**src/sed_pkg.sv**
```systemverilog
// Shared types and constants for the speech endpoint detector.
// No dependencies; used by speech_endpoint_detector_top.
`timescale 1ns / 1ps
`default_nettype none

package sed_pkg;

  localparam int MAX_FRAME_LENGTH_DEF = 1024;

  localparam int FRAME_LEN_W = 11;
  localparam int ENERGY_W    = 26;
  localparam int HANGOVER_W  = 8;
  localparam int FRAME_IDX_W = 10;
  localparam int SAMPLE_W    = 16;
  localparam int CFG_IDX_W   = 8;
  localparam int CFG_DATA_W  = 26;
  localparam int OUT_DATA_W  = 64;

  localparam logic [FRAME_LEN_W-1:0] FRAME_LEN_RST = 11'd160;
  localparam logic [ENERGY_W-1:0]    THRESHOLD_RST = 26'd320000;
  localparam logic [HANGOVER_W-1:0]  HANGOVER_RST  = 8'd15;
  localparam logic [FRAME_IDX_W-1:0] WINDOW_RST    = 10'd75;

  localparam logic [ENERGY_W-1:0]   ENERGY_MAX  = {ENERGY_W{1'b1}};
  localparam logic [HANGOVER_W-1:0] LOW_RUN_MAX = {HANGOVER_W{1'b1}};

  localparam logic [CFG_IDX_W-1:0] REG_FRAME_LENGTH = 8'd0;
  localparam logic [CFG_IDX_W-1:0] REG_THRESHOLD    = 8'd1;
  localparam logic [CFG_IDX_W-1:0] REG_HANGOVER     = 8'd2;
  localparam logic [CFG_IDX_W-1:0] REG_WINDOW       = 8'd3;

  typedef struct packed {
    logic                   done_res;
    logic [FRAME_IDX_W-1:0] speech_end;
    logic [FRAME_IDX_W-1:0] speech_start;
    logic                   speech_found;
    logic                   above_threshold;
    logic [FRAME_IDX_W-1:0] frame_index;
    logic [ENERGY_W-1:0]    frame_energy;
  } result_t;

endpackage

`default_nettype wire

```
**src/speech_endpoint_detector_top.sv**
```systemverilog
// Speech endpoint detector: frame energy accumulation and start/end tracking.
// Depends on sed_pkg.
// Takes one signed sample per beat, one beat per cycle while in_tready is
// high. Each beat that closes a frame yields one result beat carrying the
// frame energy (sum of absolute sample values), the frame number, the
// threshold decision and the running speech start and end frames; tlast
// marks the final result of a detection, after which beats are dropped
// until one arrives with the restart flag in tuser. All work for a beat is
// one accumulate, one compare and the frame bookkeeping, done in the cycle
// the beat is taken; results sit in an output register backed by one skid
// entry, so input is held off only when both are full. Configuration writes
// are always accepted and should be made while the block is idle.
`timescale 1ns / 1ps
`default_nettype none

module speech_endpoint_detector_top #(
  parameter int MAX_FRAME_LENGTH = sed_pkg::MAX_FRAME_LENGTH_DEF
) (
  input  wire logic                           clk,
  input  wire logic                           rst_n,
  // tdata: sample[15:0]
  input  wire logic [sed_pkg::SAMPLE_W-1:0]   in_tdata,
  // tuser: restart[0]
  input  wire logic                           in_tuser,
  input  wire logic                           in_tvalid,
  output logic                                in_tready,
  // tdata: frame_energy[25:0], frame_index[35:26], above_threshold[36],
  //        speech_found[37], speech_start[47:38], speech_end[57:48], zeros above
  output logic [sed_pkg::OUT_DATA_W-1:0]      out_tdata,
  // tlast: done_res
  output logic                                out_tlast,
  output logic                                out_tvalid,
  input  wire logic                           out_tready,
  input  wire logic                           cfg_valid,
  output logic                                cfg_ready,
  input  wire logic [sed_pkg::CFG_IDX_W-1:0]  cfg_index,
  input  wire logic [sed_pkg::CFG_DATA_W-1:0] cfg_data
);

  localparam int CW = $clog2(MAX_FRAME_LENGTH);
  localparam int LW = (CW + 1 > sed_pkg::FRAME_LEN_W) ? CW + 1 : sed_pkg::FRAME_LEN_W;
  localparam logic [LW-1:0] LEN_MAX = LW'(MAX_FRAME_LENGTH);

  localparam int EW = sed_pkg::ENERGY_W;
  localparam int FW = sed_pkg::FRAME_IDX_W;
  localparam int HW = sed_pkg::HANGOVER_W;
  localparam int SAMPLE_W_L = sed_pkg::SAMPLE_W + 1;

  // configuration registers
  logic [sed_pkg::FRAME_LEN_W-1:0] frame_length_r;
  logic [EW-1:0]                   threshold_r;
  logic [HW-1:0]                   hangover_r;
  logic [FW-1:0]                   window_r;

  // detection state
  logic [CW-1:0] sample_count_r, sample_count_nxt;
  logic [EW-1:0] energy_sum_r, energy_sum_nxt;
  logic [FW-1:0] frame_count_r, frame_count_nxt;
  logic          started_r, started_nxt;
  logic [FW-1:0] start_frame_r, start_frame_nxt;
  logic [FW-1:0] end_frame_r, end_frame_nxt;
  logic          end_seen_r, end_seen_nxt;
  logic [HW-1:0] low_run_r, low_run_nxt;
  logic          finished_r, finished_nxt;

  // output register and skid entry
  sed_pkg::result_t out_r, skid_r, res;
  logic             out_valid_r, skid_valid_r;
  logic             res_valid;

  logic          in_acc;
  logic          restart;
  logic [CW-1:0] sc_cur;
  logic [EW-1:0] es_cur;
  logic [FW-1:0] fc_cur;
  logic          st_cur, es_seen_cur, fin_cur;
  logic [FW-1:0] sf_cur, ef_cur;
  logic [HW-1:0] lr_cur;

  logic [SAMPLE_W_L-1:0] mag;
  logic [EW:0]   energy_wide;
  logic [EW-1:0] energy;
  logic [LW-1:0] len, len_raw, sc_plus;
  logic          frame_end, above;
  logic [FW-1:0] win;

  assign cfg_ready = 1'b1;
  assign in_tready = !skid_valid_r;
  assign in_acc    = in_tvalid && in_tready;
  assign restart   = in_tuser;

  always_ff @(posedge clk) begin
    if (!rst_n) begin
      frame_length_r <= sed_pkg::FRAME_LEN_RST;
      threshold_r    <= sed_pkg::THRESHOLD_RST;
      hangover_r     <= sed_pkg::HANGOVER_RST;
      window_r       <= sed_pkg::WINDOW_RST;
    end else if (cfg_valid) begin
      unique case (cfg_index)
        sed_pkg::REG_FRAME_LENGTH: frame_length_r <= cfg_data[sed_pkg::FRAME_LEN_W-1:0];
        sed_pkg::REG_THRESHOLD:    threshold_r    <= cfg_data[EW-1:0];
        sed_pkg::REG_HANGOVER:     hangover_r     <= cfg_data[HW-1:0];
        sed_pkg::REG_WINDOW:       window_r       <= cfg_data[FW-1:0];
        default: ;
      endcase
    end
  end

  always_comb begin
    // restart clears state ahead of the sample
    sc_cur      = restart ? '0 : sample_count_r;
    es_cur      = restart ? '0 : energy_sum_r;
    fc_cur      = restart ? '0 : frame_count_r;
    st_cur      = restart ? 1'b0 : started_r;
    sf_cur      = restart ? '0 : start_frame_r;
    ef_cur      = restart ? '0 : end_frame_r;
    es_seen_cur = restart ? 1'b0 : end_seen_r;
    lr_cur      = restart ? '0 : low_run_r;
    fin_cur     = restart ? 1'b0 : finished_r;

    mag = in_tdata[sed_pkg::SAMPLE_W-1]
        ? SAMPLE_W_L'(-$signed({in_tdata[sed_pkg::SAMPLE_W-1], in_tdata}))
        : {1'b0, in_tdata};
    energy_wide = {1'b0, es_cur} + (EW + 1)'(mag);
    energy      = energy_wide[EW] ? sed_pkg::ENERGY_MAX : energy_wide[EW-1:0];

    len_raw = LW'(frame_length_r);
    if (len_raw == '0) begin
      len = LW'(1);
    end else if (len_raw > LEN_MAX) begin
      len = LEN_MAX;
    end else begin
      len = len_raw;
    end
    sc_plus   = LW'(sc_cur) + LW'(1);
    frame_end = !(sc_plus < len);
    above     = energy > threshold_r;
    win       = (window_r == '0) ? FW'(1) : window_r;

    sample_count_nxt = sc_cur;
    energy_sum_nxt   = es_cur;
    frame_count_nxt  = fc_cur;
    started_nxt      = st_cur;
    start_frame_nxt  = sf_cur;
    end_frame_nxt    = ef_cur;
    end_seen_nxt     = es_seen_cur;
    low_run_nxt      = lr_cur;
    finished_nxt     = fin_cur;
    res_valid        = 1'b0;

    if (!fin_cur) begin
      if (!frame_end) begin
        sample_count_nxt = sc_plus[CW-1:0];
        energy_sum_nxt   = energy;
      end else begin
        res_valid        = 1'b1;
        sample_count_nxt = '0;
        energy_sum_nxt   = '0;
        if (!st_cur) begin
          if (above) begin
            started_nxt     = 1'b1;
            start_frame_nxt = fc_cur;
          end
        end else if (above) begin
          end_seen_nxt = 1'b0;
          low_run_nxt  = '0;
        end else begin
          if (!es_seen_cur) begin
            end_seen_nxt  = 1'b1;
            end_frame_nxt = fc_cur;
            low_run_nxt   = '0;
          end else if (lr_cur != sed_pkg::LOW_RUN_MAX) begin
            low_run_nxt = lr_cur + HW'(1);
          end
          if (low_run_nxt >= hangover_r) begin
            finished_nxt = 1'b1;
          end
        end
        frame_count_nxt = fc_cur + FW'(1);
        if (frame_count_nxt >= win) begin
          finished_nxt = 1'b1;
        end
      end
    end

    res.frame_energy    = energy;
    res.frame_index     = fc_cur;
    res.above_threshold = above;
    res.speech_found    = started_nxt;
    res.speech_start    = start_frame_nxt;
    res.speech_end      = end_frame_nxt;
    res.done_res        = finished_nxt;
  end

  always_ff @(posedge clk) begin
    if (!rst_n) begin
      sample_count_r <= '0;
      energy_sum_r   <= '0;
      frame_count_r  <= '0;
      started_r      <= 1'b0;
      start_frame_r  <= '0;
      end_frame_r    <= '0;
      end_seen_r     <= 1'b0;
      low_run_r      <= '0;
      finished_r     <= 1'b0;
    end else if (in_acc) begin
      sample_count_r <= sample_count_nxt;
      energy_sum_r   <= energy_sum_nxt;
      frame_count_r  <= frame_count_nxt;
      started_r      <= started_nxt;
      start_frame_r  <= start_frame_nxt;
      end_frame_r    <= end_frame_nxt;
      end_seen_r     <= end_seen_nxt;
      low_run_r      <= low_run_nxt;
      finished_r     <= finished_nxt;
    end
  end

  logic push, out_free;
  assign push     = in_acc && res_valid;
  assign out_free = !out_valid_r || out_tready;

  always_ff @(posedge clk) begin
    if (!rst_n) begin
      out_valid_r  <= 1'b0;
      skid_valid_r <= 1'b0;
    end else begin
      if (out_free) begin
        out_valid_r  <= skid_valid_r || push;
        skid_valid_r <= skid_valid_r && push;
      end else if (push) begin
        skid_valid_r <= 1'b1;
      end
    end
  end

  always_ff @(posedge clk) begin
    if (out_free) begin
      if (skid_valid_r) begin
        out_r <= skid_r;
      end else if (push) begin
        out_r <= res;
      end
    end
    if (push && (skid_valid_r || !out_free)) begin
      skid_r <= res;
    end
  end

  assign out_tvalid = out_valid_r;
  assign out_tlast  = out_r.done_res;
  assign out_tdata  = sed_pkg::OUT_DATA_W'({out_r.speech_end, out_r.speech_start,
                                            out_r.speech_found, out_r.above_threshold,
                                            out_r.frame_index, out_r.frame_energy});

endmodule

`default_nettype wire

```
**config.mk**
```make
export PLATFORM = sky130hd
export DESIGN_NAME = speech_endpoint_detector_top
export DESIGN_NICKNAME = d
export VERILOG_FILES = /design/src/sed_pkg.sv /design/src/speech_endpoint_detector_top.sv
export SDC_FILE = /design/constraint.sdc
export NUM_CORES = 1
export LEC_CHECK = 0
export BUFFER_PORTS_ARGS = -buffer_cell sky130_fd_sc_hd__buf_2
export CAP_MARGIN = 20
export CORE_MARGIN = 3
export CORE_UTILIZATION = 35
export DETAILED_ROUTE_END_ITERATION = 16
export PLACE_DENSITY_LB_ADDON = 0.3
export SETUP_SLACK_MARGIN = 0.3
export SLEW_MARGIN = 20
export SYNTH_ARGS = -nofsm -noshare
export SYNTH_HDL_FRONTEND = slang
export SYNTH_SLANG_ARGS = --single-unit
```
**constraint.sdc**
```tcl
create_clock -name clk -period 14.6 [get_ports clk]
set_input_delay 2.19 -clock clk [delete_from_list [all_inputs] [get_ports clk]]
set_output_delay 2.19 -clock clk [all_outputs]
set_load 0.01 [all_outputs]
```
==> results.txt <==
* Period utilization: roughly three fifths
- Final global-route overflow total: 0
- With fillers left out, the area of the finished cells amounts to around 0.015 mm2.
* Post-synthesis xor/xnor area fraction: roughly 3.2%
- Wire length of the first global-routing pass: 54.1 mm
- After detailed routing, the average wire length per cell comes to between 15 and 20 um.
* Most frequent cells in the layout: sky130_fd_sc_hd__nand2_1 (218), sky130_fd_sc_hd__dfxtp_1 (133), sky130_fd_sc_hd__edfxtp_1 (118)
* Maximum operating frequency: approximately 0.11 GHz
- Status: finished clean
* Peak supply drop: 57.9 uV
- Of all flip-flops after synthesis, the portion carrying an async set or reset was 0%.
* Total area of multi-input combinational cells: approximately 0.0064 mm2
- For this run, the post-layout net count is 1586.
- Post-detailed-routing wire length: roughly 34 mm
- By area, the combinational part of the netlist is dominated by simple AND/OR/NAND/NOR gates.
- Post-synth EDFFs: ~120
- After layout, the worst setup slack is roughly 5.8 ns.
- Number of antenna violations at the first check in global routing: 1
- Post-CTS timing repair inserted 0 buffers for setup.
* Setup Viol. Count Final: 0
- Port buffering added 116 buffers.
- Initial Utilization: a little over a third
- Worst-Skew Late Latency: approximately 0.55 ns
- Placed cell area: between 0.01 and 0.015 mm2
- After synthesis, the mean cell area works out to around 9.7 um2.
- Maximum number of pins on one net before global-route repair: 57
* Count of pins on the block boundary: roughly 120
- Number of global-route vias before repair: a little under 10000
* Crit end category: flip-flop
- Slew at the pin closest to its max-slew limit: approximately 1.1 ns
- Number of DRC markers in iteration 0: 791
- First-pass iteration count of the detailed router: 5
- Global routing consumed, on the met2 layer, about 27% of the routing resources.
* Number of buffers created by CTS: 29
* Yosys warnings: 0
- Main flop type after synthesis: sky130_fd_sc_hd__dfxtp_1
* Seq/Total Area, Yosys: 47.3%
- For met1 alone, demand over resource in global routing was 24.0%.
- Layout Area Growth over Synthesis: 15.2%
- Resized Gates After CTS: 0
- The number of antenna diodes in the final layout is 0.
- Clock-pin slew was measured on the worst setup and hold paths at 0.06 ns.
- Mapped Cells: 1360
- Number of max-cap violations: 0
- Post-layout utilization of the core: between 40% and 50%
- DP Wirelength: ~24 mm
- Reg area: 0.00623 mm2
* Weighted congestion reported at the end of routability-driven placement: around 0.9
* Post-route DRC violation count: 0
* Clock tree root buffer cell: sky130_fd_sc_hd__clkbuf_16
- Family of cells with the greatest summed delay on the critical path: simple AND/OR/NAND/NOR gates
- TritonCTS built the clock tree.
* Setup TNS: 0 ns
- The setup path with the least slack is of type primary input to flip-flop.
- Y dimension of the die: 200 um
* Normalized max-slew margin: 27.1%
- Buffers inserted to repair hold after CTS numbered 0.
- The filler cells instantiated in the layout total ~3600.
- Pwr Density: about 110 mW/mm2
- The detail route stage leaves a number of antenna-violating nets equal to 0.
* Met3 usage in global routing: under 10%
- Delay of the slowest cell on the worst path: ~0.85 ns
* Overall power after layout: 1.66 mW
- Most frequent standard cell in the layout excluding fill and tap cells: sky130_fd_sc_hd__nand2_1
- Worst path bufs/invs: 2
- For this design the static power due to leakage is around 6 nW.
- In this run the cell area of the synthesized design comes to between 0.01 and 0.015 mm2.
- Clock period minus worst slack: between 8 and 9 ns
* Final-report hold violation count: 0
- In this run the number of H-tree levels came out at 1.
- Setup repair after global routing left no endpoint under its margin.
- Along the worst path, the maximum fanout reaches 26.
- In this run the core area contains 70 standard-cell rows.
* Max Clock Skew: 0.0266 ns
- Summing the areas of all compound-gate instances in the mapped netlist gives between 10% and 20% of the synthesized area.
* Busiest layer in global routing: met2
- The synthesized netlist devotes between 10% and 20% of its cell area to simple gates.
- Setup slack after placement: 5.28 ns
- Startpoint class of the critical path: primary input
- Area share of fa/ha/maj cells after synthesis: about 7.3%
- The worst hold path belongs to the class flip-flop to flip-flop.
- Area of the core: roughly 0.037 mm2
- The floorplan step defined a die boundary enclosing approximately 0.040 mm2.
- Cell breakdown of the critical path: buf_2, nor3_1, nand2_1, or3_1, or3_1, o31ai_1, xnor2_1, ha_1, a21oi_1, o21ai_0, nand2b_1, o21ai_1, or3_1, o21ai_0, ha_1, nand4_1, nor4_1, nand3_1, mux2_4, o21ai_4, inv_4, nor4b_4, mux2i_1, o31ai_2
* Count of final max-slew check failures: 0
- Sink count of the clock tree: ~250
- Count of vias placed by the detailed router: 10100
- After synthesis, the share of cell area in mux cells is around 5.9%.
- Average vias per placed instance: 5.12
- No sink is reached through more buffers than the 3 on the longest clock path.
- CP Data Arrival Time: ~9.1 ns
- The floorplan step set the die width to roughly 200 um.
* Library cells used by synthesis: between 80 and 90
* Data required time at the worst endpoint: roughly 15 ns
* Tot GR Track Use: 16.7%
* Most prevalent standard cell on the critical path: sky130_fd_sc_hd__or3_1
- Flip-flop and latch count after synthesis: 252
* Cell type of the slowest stage on the worst timing path: sky130_fd_sc_hd__nor4b_4
* Share of layout cells above drive strength 1: approximately 16%
state kept, by name (all words and copies together) (netlist names), 8 cells and up:
name and cells:
start_frame_r 10, low_run_r 8, end_frame_r 10, skid_r 59
out_tdata 58, window_r 10, hangover_r 8, frame_length_r 11
energy_sum_r 26, threshold_r 26, sample_count_r 10, frame_count_r 10
per-stage QoR:
stage | hold slack [ns] | cells
2_1_floorplan | 0.417 | 1366
3_3_place_gp | 0.435 | 1927
3_5_place_dp | 0.440 | 1927
4_1_cts | 0.448 | 1981
5_1_grt | 0.468 | 1981
6_report | 0.447 | 1981
area by class of cell:
| type | instances | area share [%] |
|---|---|---|
| repair buffers | 125 | 4.27 |
| clock buffers | 34 | 5.04 |
| clock inverters | 20 | 1.54 |
| multi-input cells | 975 | 42.2 |
| inverters | 71 | 1.77 |
| well taps | 504 | 4.16 |
| flip-flops and latches | 252 | 41.1 |
path summary, 6_finish.rpt:
check,start,endpoint,slack (ns),cells past startpoint
hold / removal,end_frame_r[8],end_frame_r[8],0.45,2
setup / recovery,in_tdata[0],out_tdata[48],5.81,24
hold reg to reg,end_frame_r[8],end_frame_r[8],0.45,2
setup reg to reg,energy_sum_r[0],out_tdata[48],8.29,21
routing by layer:
| metal | vias to the layer above | wire [um] |
|---|---|---|
| li1 | 5028 | - |
| met4 | 2 | 580 |
| met5 | - | 7 |
| met3 | 40 | 1840 |
| met2 | 265 | 15400 |
| met1 | 4813 | 16200 |
Yosys cell counts, types with 14 or more instances:
cell | count | area share (%)
sky130_fd_sc_hd__nor2b_1 | 33 | 1.6
sky130_fd_sc_hd__mux2_2 | 27 | 2.3
sky130_fd_sc_hd__edfxtp_1 | 118 | 27
sky130_fd_sc_hd__a22o_1 | 23 | 1.5
sky130_fd_sc_hd__clkbuf_1 | 46 | 1.3
sky130_fd_sc_hd__dfxtp_1 | 134 | 20
sky130_fd_sc_hd__nor2_1 | 98 | 2.8
sky130_fd_sc_hd__a21oi_1 | 83 | 3.2
sky130_fd_sc_hd__nand2_1 | 218 | 6.2
sky130_fd_sc_hd__inv_1 | 69 | 2.0
sky130_fd_sc_hd__mux2i_1 | 46 | 3.5
sky130_fd_sc_hd__xor2_1 | 20 | 1.3
sky130_fd_sc_hd__nand3_1 | 47 | 1.8
sky130_fd_sc_hd__o21ai_0 | 68 | 2.6
sky130_fd_sc_hd__nor3_1 | 14 | 0.53
sky130_fd_sc_hd__ha_1 | 75 | 7.1
sky130_fd_sc_hd__xnor2_1 | 28 | 1.9
power breakdown:
part / switching [mW] / leakage [nW] / total [mW] / internal [mW]
Clock: 0.293 / 0.488 / 0.755 / 0.462
Sequential: 0.00383 / 2.26 / 0.750 / 0.747
Combinational: 0.0972 / 3.25 / 0.156 / 0.0587
worst register-to-register path, delay by kind of cell, from the launching register on:
family | cells | cell delay, ns
buffers and inverters | 2 | 0.15
multiplexers | 1 | 0.38
AO/OA/AOI/OAI | 10 | 2.00
adder cells (fa/ha/maj) | 3 | 0.88
flip-flops | 1 | 0.33
AND/OR/NAND/NOR | 5 | 2.33
cell families after synthesis:
kind of cell | Yosys count
compound gates | 288
fa+ha+maj | 76
flops | 252
buf+inv | 139
mux | 74
xor+xnor | 48
other cells | 2
simple gates | 481
(Power assumes the default switching activity.)
